<file path="config.mk">
export PLATFORM = sky130hd
export DESIGN_NAME = vla_merge
export DESIGN_NICKNAME = d
export VERILOG_FILES = /design/src/hdl/vla_pkg.sv /design/src/hdl/vla_merge.sv
export SDC_FILE = /design/constraint.sdc
export NUM_CORES = 1
export LEC_CHECK = 0
export ABC_CLOCK_PERIOD_IN_PS = 12600
export BUFFER_PORTS_ARGS = -buffer_cell sky130_fd_sc_hd__buf_2
export CAP_MARGIN = 15
export CORE_UTILIZATION = 28
export DETAILED_ROUTE_END_ITERATION = 12
export RECOVER_POWER = 50
export SYNTH_ARGS = -nofsm -noshare
export SYNTH_HDL_FRONTEND = slang
export SYNTH_SLANG_ARGS = --single-unit
</file>
<file path="constraint.sdc">
create_clock -name clk -period 12.6 [get_ports clk]
set_input_delay 1.89 -clock clk [delete_from_list [all_inputs] [get_ports clk]]
set_output_delay 1.89 -clock clk [all_outputs]
set_load 0.005 [all_outputs]
</file>
<file path="src/hdl/vla_pkg.sv">
`default_nettype none

package vla_pkg;

    // Number of cells around one face vertex, one lane per cell.
    localparam int unsigned NUM_CELLS = 4;

    // Register stages from input to output: five in each lane, one in the merge.
    localparam int unsigned NUM_STAGES = 6;

    // Q1.16 one and the smoothstep constant 3.0 in Q2.16.
    localparam logic [17:0] ONE_Q16   = 18'd65536;
    localparam logic [17:0] THREE_Q16 = 18'd196608;

    // Shift of the fixed reciprocal used to divide by the light maximum.
    localparam int unsigned RECIP_SHIFT = 24;

    // Reciprocal of three for the averaging divide, exact for sums below 2^19.
    localparam int unsigned THIRD_SHIFT = 21;
    localparam logic [19:0] THIRD_RECIP = 20'd699051;

    // Daylight register reset value: full daylight.
    localparam logic [8:0] DAYLIGHT_RESET = 9'd256;

    typedef logic [3:0]  light_t;
    typedef logic [8:0]  scale_t;
    typedef logic [16:0] level_t;

    // Load enables of the five lane stages.
    typedef struct packed {
        logic s1;
        logic s2;
        logic s3;
        logic s4;
        logic s5;
    } lane_en_t;

endpackage

`default_nettype wire

</file>
<file path="src/hdl/vla_merge.sv">
`default_nettype none

module vla_merge (
    input  wire                   clk,
    input  wire                   en,
    input  vla_pkg::level_t [3:0] level,
    input  wire [3:0]             open_mask,
    input  wire [3:0]             inside_mask,
    output vla_pkg::level_t       vertex_light,
    output logic [2:0]            open_count
);
    import vla_pkg::*;

    logic [18:0] sum;
    logic [2:0]  count;
    logic [39:0] third_prod;
    level_t      avg;
    level_t      avg_reg;
    logic [2:0]  count_reg;

    // Cells out of range count but contribute a zero level.
    always_comb
    begin
        sum   = '0;
        count = '0;
        for (int i = 0; i < NUM_CELLS; i++)
        begin
            if (open_mask[i])
            begin
                count = count + 3'd1;
                if (inside_mask[i])
                begin
                    sum = sum + 19'(level[i]);
                end
            end
        end
    end

    assign third_prod = 40'(sum) * 40'(THIRD_RECIP);

    always_comb
    begin
        unique case (count)
            3'd1:    avg = sum[16:0];
            3'd2:    avg = sum[17:1];
            3'd3:    avg = third_prod[THIRD_SHIFT +: 17];
            3'd4:    avg = sum[18:2];
            default: avg = '0;
        endcase
    end

    always_ff @(posedge clk)
    begin
        if (en)
        begin
            avg_reg   <= avg;
            count_reg <= count;
        end
    end

    assign vertex_light = avg_reg;
    assign open_count   = count_reg;

endmodule

`default_nettype wire

</file>
==> results.yml <==
place:
  portBuffers: 97
  detailed_place.area_um2: 11700
  gp_congestion: 0.911
  place_hpwl_um: 25400
synth:
  yosys.area.top_type: "sky130_fd_sc_hd__ha_1"
  netlist_top_cells_area: "sky130_fd_sc_hd__ha_1, sky130_fd_sc_hd__fa_1, sky130_fd_sc_hd__inv_1, sky130_fd_sc_hd__edfxtp_1, sky130_fd_sc_hd__a21oi_1"
  most_common_cell_in_the_synthesized_netlist: "sky130_fd_sc_hd__inv_1"
  post_synth_num_cell_types: 79
  synth-seq-cells: 20
  synth.top_cell.area_share_pct: 23.3
  post_synth.cell_area_avg_um2: 8.33
  yosys_warnings: 0
  synth_nets: 1574
  seq_area_frac_synth_pct: 5.97
  synthFlopType: "sky130_fd_sc_hd__edfxtp_1"
  asyncSetResetFlopFracSynth_pct: 0
  ys_top_cells_by_count: "sky130_fd_sc_hd__inv_1, sky130_fd_sc_hd__ha_1, sky130_fd_sc_hd__fa_1"
  count_of_flip_flops_with_a_built_in_enable_after_synthesis: 20
  post_synth_inst_count: 1208
  mappedNetlistArea_um2: 10100
critical_path:
  cp.buffers_inverters: 8
  worstPathMaxFanout: 7
  setup.worst_path.end_class: "flop"
  cp.required_ns: 12.59
  crit_slowest_cell: "sky130_fd_sc_hd__fa_1"
  max_stage_delay_ns: 0.59
  cp_top_family: "compound AO/OA/AOI/OAI gates"
  criticalPathCategory: "input pin to flop"
  cp_data_arrival_time_ns: 12.28
  crit_path_start_kind: "input pin"
sta:
  worst_pin_slew_ns: 1.16
  finalHoldViolations: 0
  final_setup_violation_count: 0
  slew_headroom_pct: 23.0
  period_minus_slack_ns: 12.29
  unrepaired_setup_endpoints_after_global_routing: "yes"
  max_freq_mhz: 81.4
  drv_slew: 0
  final.period_utilization_pct: 97.5
grt:
  largest_net_degree_at_the_start_of_global_routing: 27
  globalRouteOverflowTotal: 0
  first_global_vias: 9131
  globalRouteTotalUtil_pct: 15.7
  grt_antenna_before_repair: 0
  global_route_wire_length_before_repair_um: 45900
clock_network:
  clock_tree.htree_level_count: 1
  cts.reportedPaths.clkPinSlew_ns: 0.06
  clock-sinks: 20
  cts_tree: "built"
  clock_path_buffers: 2
  clockRootBuffer: "sky130_fd_sc_hd__clkbuf_16"
  cts_inserted_buffers: 3
floorplan:
  top_level_ports: 98
  start_util_pct: 28.4
  core_area_um2: 35500
  rows: 69
  design.die.area_um2: 36700
  die_w_um: 192
  floorplan.die.height_um: 192
detailed_routing:
  avgRoutedWirePerCell_um: 15.7
  detail_route.wirelength_um: 29100
  detail_route.drc_violations: 0
  avgViaCountPerCell: 4.98
  first_pass_iters: 6
  drtIter0Drc: 555
  postRouteAntennaNets: 0
  num_vias: 9242
final_layout:
  area_growth_pct: 22.0
  finish.instance_area_um2: 12300
  total_nets_final: 1762
  share_of_post_route_cells_with_drive_strength_above_1_pct: 21.4
  antennaDiodeCount: 0
hold_path:
  holdCritPathClass: "input pin to flop"
  hold_start: "en"
  hold-path-endpoint: "vertex_light[11]"
  timing.hold.worst_path_depth: 1
run_status:
  status: "finished, final reports clean"
job:
  max_cap_violations: 0
-- registers in the layout, indices dropped and copies added (netlist names) --
signal and cells:
vertex_light 17, open_count 3
-- cell usage in the layout (no fill, tap or decap), types with 6 or more instances in the layout --
master and instances:
sky130_fd_sc_hd__fa_2 7, sky130_fd_sc_hd__nand2b_1 10, sky130_fd_sc_hd__a31oi_1 12, sky130_fd_sc_hd__nor2_1 57, sky130_fd_sc_hd__a21o_1 32, sky130_fd_sc_hd__and3_1 18
sky130_fd_sc_hd__xor2_1 17, sky130_fd_sc_hd__ha_1 171, sky130_fd_sc_hd__buf_4 108, sky130_fd_sc_hd__nand4_1 13, sky130_fd_sc_hd__inv_2 8, sky130_fd_sc_hd__o21ai_0 46
sky130_fd_sc_hd__o21ai_1 9, sky130_fd_sc_hd__a22oi_1 9, sky130_fd_sc_hd__nor2b_1 8, sky130_fd_sc_hd__mux2i_1 9, sky130_fd_sc_hd__clkbuf_1 8, sky130_fd_sc_hd__ha_4 10
sky130_fd_sc_hd__mux2_2 7, sky130_fd_sc_hd__inv_1 222, sky130_fd_sc_hd__buf_2 88, sky130_fd_sc_hd__nor3_1 16, sky130_fd_sc_hd__o211ai_1 7, sky130_fd_sc_hd__and2_1 10
sky130_fd_sc_hd__o31ai_1 7, sky130_fd_sc_hd__a21oi_2 8, sky130_fd_sc_hd__ha_2 6, sky130_fd_sc_hd__xnor2_1 38, sky130_fd_sc_hd__o21a_1 9, sky130_fd_sc_hd__a211oi_1 8
sky130_fd_sc_hd__nand2_1 84, sky130_fd_sc_hd__fa_1 94, sky130_fd_sc_hd__nand3_1 24, sky130_fd_sc_hd__edfxtp_1 20, sky130_fd_sc_hd__a21oi_1 66
-- kinds of logic after synthesis --
logic type               after synthesis  share of synthesized area (%)
adder cells (fa/ha/maj)              289                           43.5
multiplexers                          19                           1.99
flip-flops                            20                           5.97
buffers and inverters                254                           9.68
AND/OR/NAND/NOR                      271                           13.2
XOR/XNOR                              57                           4.96
AO/OA/AOI/OAI                        298                           20.8
-- worst max path at each step --
stage | start | to | slack (ns) | depth (start not counted)
2_1_floorplan | open_mask[0] | vertex_light[16] | 0.01 | 51
3_3_place_gp | open_mask[0] | vertex_light[14] | -0.16 | 48
3_5_place_dp | open_mask[0] | vertex_light[14] | -0.36 | 48
4_1_cts | open_mask[0] | vertex_light[14] | 0.08 | 47
5_1_grt | open_mask[0] | vertex_light[14] | -0.16 | 48
6_report | open_mask[0] | vertex_light[16] | 0.31 | 50
-- metal layers --
layer,share of wire [%],track usage (%),vias up,routed length (um)
li1,-,-,4584,-
met1,44,19.8,4387,12700
met2,51,29.3,236,14700
met3,3.3,0.496,35,967
met4,2.4,3.54,0,687
met5,0,0,-,0
-- area by class of cell --
cell class              count  area, um2
flip-flops and latches     20        601
well taps                 461        577
clock inverters             1       30.0
fillers                  3642      23200
clock buffers               3       75.1
multi-input cells         934       8820
repair buffers            206       1300
inverters                 231        867
-- timing repair --
action | 4_1_cts | 5_1_grt
setup buffers | 0 | 11
endpoints found under the setup margin | 6 | 15
hold buffers | 0 | 0
pin swaps | 0 | 51
gates cloned | 0 | 0
resized for setup | 4 | 74
-- per-stage QoR --
step | setup slack [ns] | hold slack [ns] | cells | setup TNS (ns) | utilization, %
floorplan | 0.0140 | 2.00 | 1208 | 0 | -
global placement | -0.161 | 2.28 | 1840 | -0.587 | 33.1
detailed placement | -0.362 | 2.29 | 1840 | -2.23 | 33.1
CTS | 0.0840 | 2.13 | 1844 | 0 | 33.5
global route | -0.163 | 2.44 | 1856 | -0.774 | 34.6
finish | 0.309 | 2.43 | 1856 | 0 | 34.6
Power is not shown: default switching activity piles up to over one toggle a cycle in this logic, so the estimate is an artifact.
