### src/hdl/vla_pkg.sv
`default_nettype none

package vla_pkg;

    // Number of cells around one face vertex, one lane per cell.
    localparam int unsigned NUM_CELLS = 4;

    // Register stages from input to output: five in each lane, one in the merge.
    localparam int unsigned NUM_STAGES = 6;

    // Q1.16 one and the smoothstep constant 3.0 in Q2.16.
    localparam logic [17:0] ONE_Q16   = 18'd65536;
    localparam logic [17:0] THREE_Q16 = 18'd196608;

    // Shift of the fixed reciprocal used to divide by the light maximum.
    localparam int unsigned RECIP_SHIFT = 24;

    // Reciprocal of three for the averaging divide, exact for sums below 2^19.
    localparam int unsigned THIRD_SHIFT = 21;
    localparam logic [19:0] THIRD_RECIP = 20'd699051;

    // Daylight register reset value: full daylight.
    localparam logic [8:0] DAYLIGHT_RESET = 9'd256;

    typedef logic [3:0]  light_t;
    typedef logic [8:0]  scale_t;
    typedef logic [16:0] level_t;

    // Load enables of the five lane stages.
    typedef struct packed {
        logic s1;
        logic s2;
        logic s3;
        logic s4;
        logic s5;
    } lane_en_t;

endpackage

`default_nettype wire

### src/hdl/vla_lane.sv
`default_nettype none

module vla_lane #(
    parameter int unsigned LIGHT_MAX = 15
) (
    input  wire              clk,
    input  vla_pkg::lane_en_t en,
    input  vla_pkg::scale_t  daylight_scale,
    input  vla_pkg::light_t  block_light,
    input  vla_pkg::light_t  sky_light,
    output vla_pkg::level_t  level
);
    import vla_pkg::*;

    localparam logic [15:0] DENOM = 16'(LIGHT_MAX * 256);
    localparam logic [7:0]  LMAX  = 8'(LIGHT_MAX);
    localparam logic [24:0] RECIP = 25'((64'd1 << RECIP_SHIFT) / LIGHT_MAX);

    logic [12:0] n_reg,   n_next;
    logic [20:0] x_reg,   x_next;
    logic [16:0] q0_reg,  q0_next;
    logic [16:0] v_reg,   v_next;
    logic [16:0] v4_reg;
    logic [32:0] sq_reg,  sq_next;
    level_t      lvl_reg, lvl_next;

    logic [12:0] nb;
    logic [12:0] ns;
    logic [12:0] nmax;
    logic [45:0] recip_prod;
    logic [24:0] q_times_l;
    logic [24:0] rem;
    logic [17:0] w;
    logic [50:0] shape_prod;

    // Stage 1: pick the brighter source and clamp to full light.
    always_comb
    begin
        nb     = {1'b0, block_light, 8'b0};
        ns     = 13'(sky_light * daylight_scale);
        nmax   = (nb > ns) ? nb : ns;
        n_next = ({3'b0, nmax} > DENOM) ? DENOM[12:0] : nmax;
    end

    // Stage 2: quotient estimate of n*256/LIGHT_MAX, low by at most one.
    always_comb
    begin
        x_next     = {n_reg, 8'b0};
        recip_prod = 46'(x_next) * 46'(RECIP);
        q0_next    = recip_prod[40:24];
    end

    // Stage 3: one correction step on the remainder.
    always_comb
    begin
        q_times_l = 25'(q0_reg) * 25'(LMAX);
        rem       = {4'b0, x_reg} - q_times_l;
        v_next    = (rem >= {17'b0, LMAX}) ? q0_reg + 17'd1 : q0_reg;
    end

    // Stage 4: square.
    assign sq_next = 33'(v_reg) * 33'(v_reg);

    // Stage 5: smoothstep v*v*(3-2v).
    always_comb
    begin
        w          = THREE_Q16 - {v4_reg, 1'b0};
        shape_prod = 51'(sq_reg) * 51'(w);
        lvl_next   = shape_prod[48:32];
    end

    always_ff @(posedge clk)
    begin
        if (en.s1)
        begin
            n_reg <= n_next;
        end
        if (en.s2)
        begin
            x_reg  <= x_next;
            q0_reg <= q0_next;
        end
        if (en.s3)
        begin
            v_reg <= v_next;
        end
        if (en.s4)
        begin
            sq_reg <= sq_next;
            v4_reg <= v_reg;
        end
        if (en.s5)
        begin
            lvl_reg <= lvl_next;
        end
    end

    assign level = lvl_reg;

endmodule

`default_nettype wire

### config.mk
export PLATFORM = sky130hd
export DESIGN_NAME = vla_lane
export DESIGN_NICKNAME = d
export VERILOG_FILES = /design/src/hdl/vla_pkg.sv /design/src/hdl/vla_lane.sv
export SDC_FILE = /design/constraint.sdc
export NUM_CORES = 2
export LEC_CHECK = 0
export BUFFER_PORTS_ARGS = -buffer_cell sky130_fd_sc_hd__buf_2
export CAP_MARGIN = 20
export CORE_ASPECT_RATIO = 1.75
export CORE_MARGIN = 8
export CORE_UTILIZATION = 30
export DETAILED_ROUTE_END_ITERATION = 10
export GPL_ROUTABILITY_DRIVEN = 0
export GPL_TIMING_DRIVEN = 0
export PLACE_DENSITY = 0.42
export RECOVER_POWER = 25
export SYNTH_ARGS = -nofsm -noshare
export SYNTH_HDL_FRONTEND = slang
export SYNTH_SLANG_ARGS = --single-unit
export TNS_END_PERCENT = 10
### constraint.sdc
create_clock -name clk -period 7.8 [get_ports clk]
set_clock_uncertainty 0.15 [all_clocks]
set_input_delay 0 -clock clk [delete_from_list [all_inputs] [get_ports clk]]
set_output_delay 0 -clock clk [all_outputs]
set_load 0.05 [all_outputs]
==> results.md <==
* Violated checks: negative setup slack
* Final Core Density at 33.6%
* CTS H-tree lvls at 4
* Vias after detailed routing at 24100
* Largest net degree at the start of global routing at around 50
* Die Y at 463 um
* Cell family with most CP delay: adder cells
* Status: finished, violations left
* Worst-skew pair later-pin latency at 460 ps
* Grt peak-use layer: met2
* Unique masters post-synth at 69
* Critical path's slowest cell: fa_1
* Layout cells sized above 1 at 6.86%
* Synth Area in XOR/XNOR at 2.84%
* Initial antenna violation count at 3
* Ys flop type: edfxtp_1
* Kind of critical path: flop to flop
* Met3 Track Usage GR at 1.08%
* Initial DRC count at just under 700
* Hold WS at roughly 65 ps
* Synth Area in Compound Gates at 5.43%
* Grt met1 use at 15.0%
* Layout overhead on the synthesized area at 11.6%
* YS warnings at 0
* Buffers on Ports at 36
* Number of global-route vias before repair at 27900
* Hpwl dp at 90.1 mm
* Register clock-pin slew on the reported worst setup and hold paths at ~60 ps
* Clock Tree Buf Depth at 2
* Vias/cell at ~4.6
* Starting Density at 30.1%
* Most used cell, CP: fa_1
* Setup slack after layout at -139 ps
* WP data arrival at about 8000 ps
* TritonCTS Buffers at 17
* Adder-cell share of the synthesized area at 55.1%
* CTS tree: built
* Slew Viols, Final at 0
* Mux share of post-synthesis cell area at less than 1%
* Largest family of logic cells by synthesized area: adder cells
* RSZ-0062 raised after global routing: yes
* Period Utilization, post-route at 102%
* DIE AREA at 0.126 sq mm
* Final-report hold violation count at 0
* Post-synth EDFFs at 125
* Clock Sinks at around 130
* Final-stage net count at 4869
* Fin Setup TNS at -370 ps
* Core area at 0.114 sq mm
* Root buf cell: clkbuf_16
* CP Launch Type: flop
* Worst Path Buf+Inv at 6
* Routing usage on met2 at 36.7%
* DRT antenna net count at 0
* Final instance area at ~0.038 sq mm
* Post-Syn Area per Cell at between 9 and 10 sq um
* CP Data Required Time at just under 8000 ps
* Post-Syn Area at 0.0342 sq mm
* Total track usage at 16.7%
* CP Max Fanout at 10
* WL/cell at between 15 and 20 um
* CP peak stage delay at 550 ps
* Crit end category: flop
* DP Area at between 0.03 and 0.04 sq mm
* Fmax at roughly 0.13 GHz
* Wirelength, routed at 103 mm
* Largest register FFs at 31
* Drt first pass iters at 4
* FF+latch count, synth at 125
* IO Pins at 40
* Post-synth ARST share at 0%
* Worst slew margin at 30.0%
* Hold WC Path Type: input pin to flop
* Post-Synth Simple-Gate Area at 13.9%
* Rows at 164
* First-pass GRT wire length at 160 mm
* Sequential area share after synthesis at 11.0%
* Setup violators final at 6
* Tmin final at 7940 ps
* Max cap viols at 0
* Mapped Cells at 3639
* Remaining Overflow, GRT at 0
* DRC violations left at 0
* DIE WIDTH at 271 um
* Worst-margin pin slew at 1050 ps
==> layout by cell type, fill, tap and decap left out, types with 7 or more instances in the layout <==
master and count:
a211o_1 8, a211oi_1 10, a21o_1 39, a21oi_1 70
and2_1 262, and3_1 20, buf_2 35, buf_4 47
buf_6 9, clkbuf_1 71, clkbuf_16 18, clkbuf_2 22
conb_1 14, dlygate4sd3_1 11, edfxtp_1 125, fa_1 703
fa_2 10, ha_1 359, ha_4 7, inv_1 930
nand2_1 481, nand2b_1 9, nand3_1 26, nand4_1 12
nor2_1 83, nor2b_1 13, nor3_1 19, o21a_1 17
o21ai_0 30, o21bai_1 17, o31ai_1 8, or2_2 8
or3_1 7, xnor2_1 69, xnor2_2 7, xor2_1 28
==> synthesized netlist by cell type, drive strengths merged, types with 5 or more instances <==
library cell,count,area [sq um]
o211ai,6,45.0
xnor2,78,683
o311ai,5,43.8
a31oi,7,43.8
xor2,33,289
and3,21,131
and2,264,1650
ha,368,4600
or3,8,50.1
nor3,21,105
or2,8,50.1
nand4,12,75.1
clkbuf,114,428
o21ai,32,160
inv,933,3500
nor4,11,83.8
or4,6,45.0
o21bai,17,128
nand2b,11,68.8
a211oi,12,90.1
a21o,40,300
a21oi,79,395
a2111oi,6,58.8
a211o,9,78.8
edfxtp,125,3750
nor2b,13,81.3
nand2,486,1820
o31ai,8,60.1
nand3,28,140
o21a,18,135
fa,713,14300
nor2,84,315
==> tightest hold or removal path, cell delays in order <==
cell     delay (ps)
buf_2           110
and2_1          130
ha_1            170
nand3_1          70
nor2_1           80
==> layout make-up <==
class | count | area (sq um)
inverter | 933 | 3510
multi-input combinational | 2476 | 27200
timing repair buffer | 98 | 717
buffer | 114 | 638
clock inverter | 14 | 111
fill | 12100 | 75500
tap | 1494 | 1870
clock buffer | 17 | 425
antenna | 2 | 5.00
sequential | 125 | 3750
==> through the flow <==
step,std cells,worst slack (ps)
floorplan,3651,4.00
global placement,5181,-3340
detailed placement,5184,-2860
CTS,5247,-296
global route,5273,-390
finish,5273,-139
==> path summary, 6_finish.rpt <==
kind	from	cells after the start	slack, ps	endpoint
setup / recovery	v4_reg[0]	29	-140	level[10]
hold / removal	daylight_scale[1]	5	60	n_reg[1]
setup reg to reg	v4_reg[0]	29	-140	level[10]
hold reg to reg	n_reg[3]	0	420	x_reg[11]
==> routing by layer <==
layer / part of all wire, % / vias up / wire (um)
met2: 63 / 255 / 64600
met5: 0 / - / 0
met4: 4.0 / 0 / 4070
met1: 32 / 12500 / 32900
li1: - / 11200 / -
met3: 1.1 / 142 / 1170
==> what timing repair did <==
| action | in CTS | in global routing |
|---|---|---|
| pin swaps | 28 | 31 |
| endpoints found under the hold margin | 82 | 37 |
| hold buffers | 10 | 1 |
| setup endpoints to repair | 22 | 21 |
| buffers inserted | 22 | 25 |
| resized for setup | 136 | 85 |
==> logic make-up (layout without fill, tap and decap cells) <==
family / count (synthesis) / count (layout)
DFF: 125 / 125
and+or+nand+nor: 990 / 990
xor gates and xnor gates: 111 / 111
adders and majority gates: 1081 / 1081
muxes: 4 / 4
buffers and inverters: 1050 / 1176
other: 2 / 16
AOI/OAI and AO/OA: 276 / 276
Power is left out: the tool's default activity adds up to more than one toggle a clock period on the data nets, which glitch-free logic cannot reach.
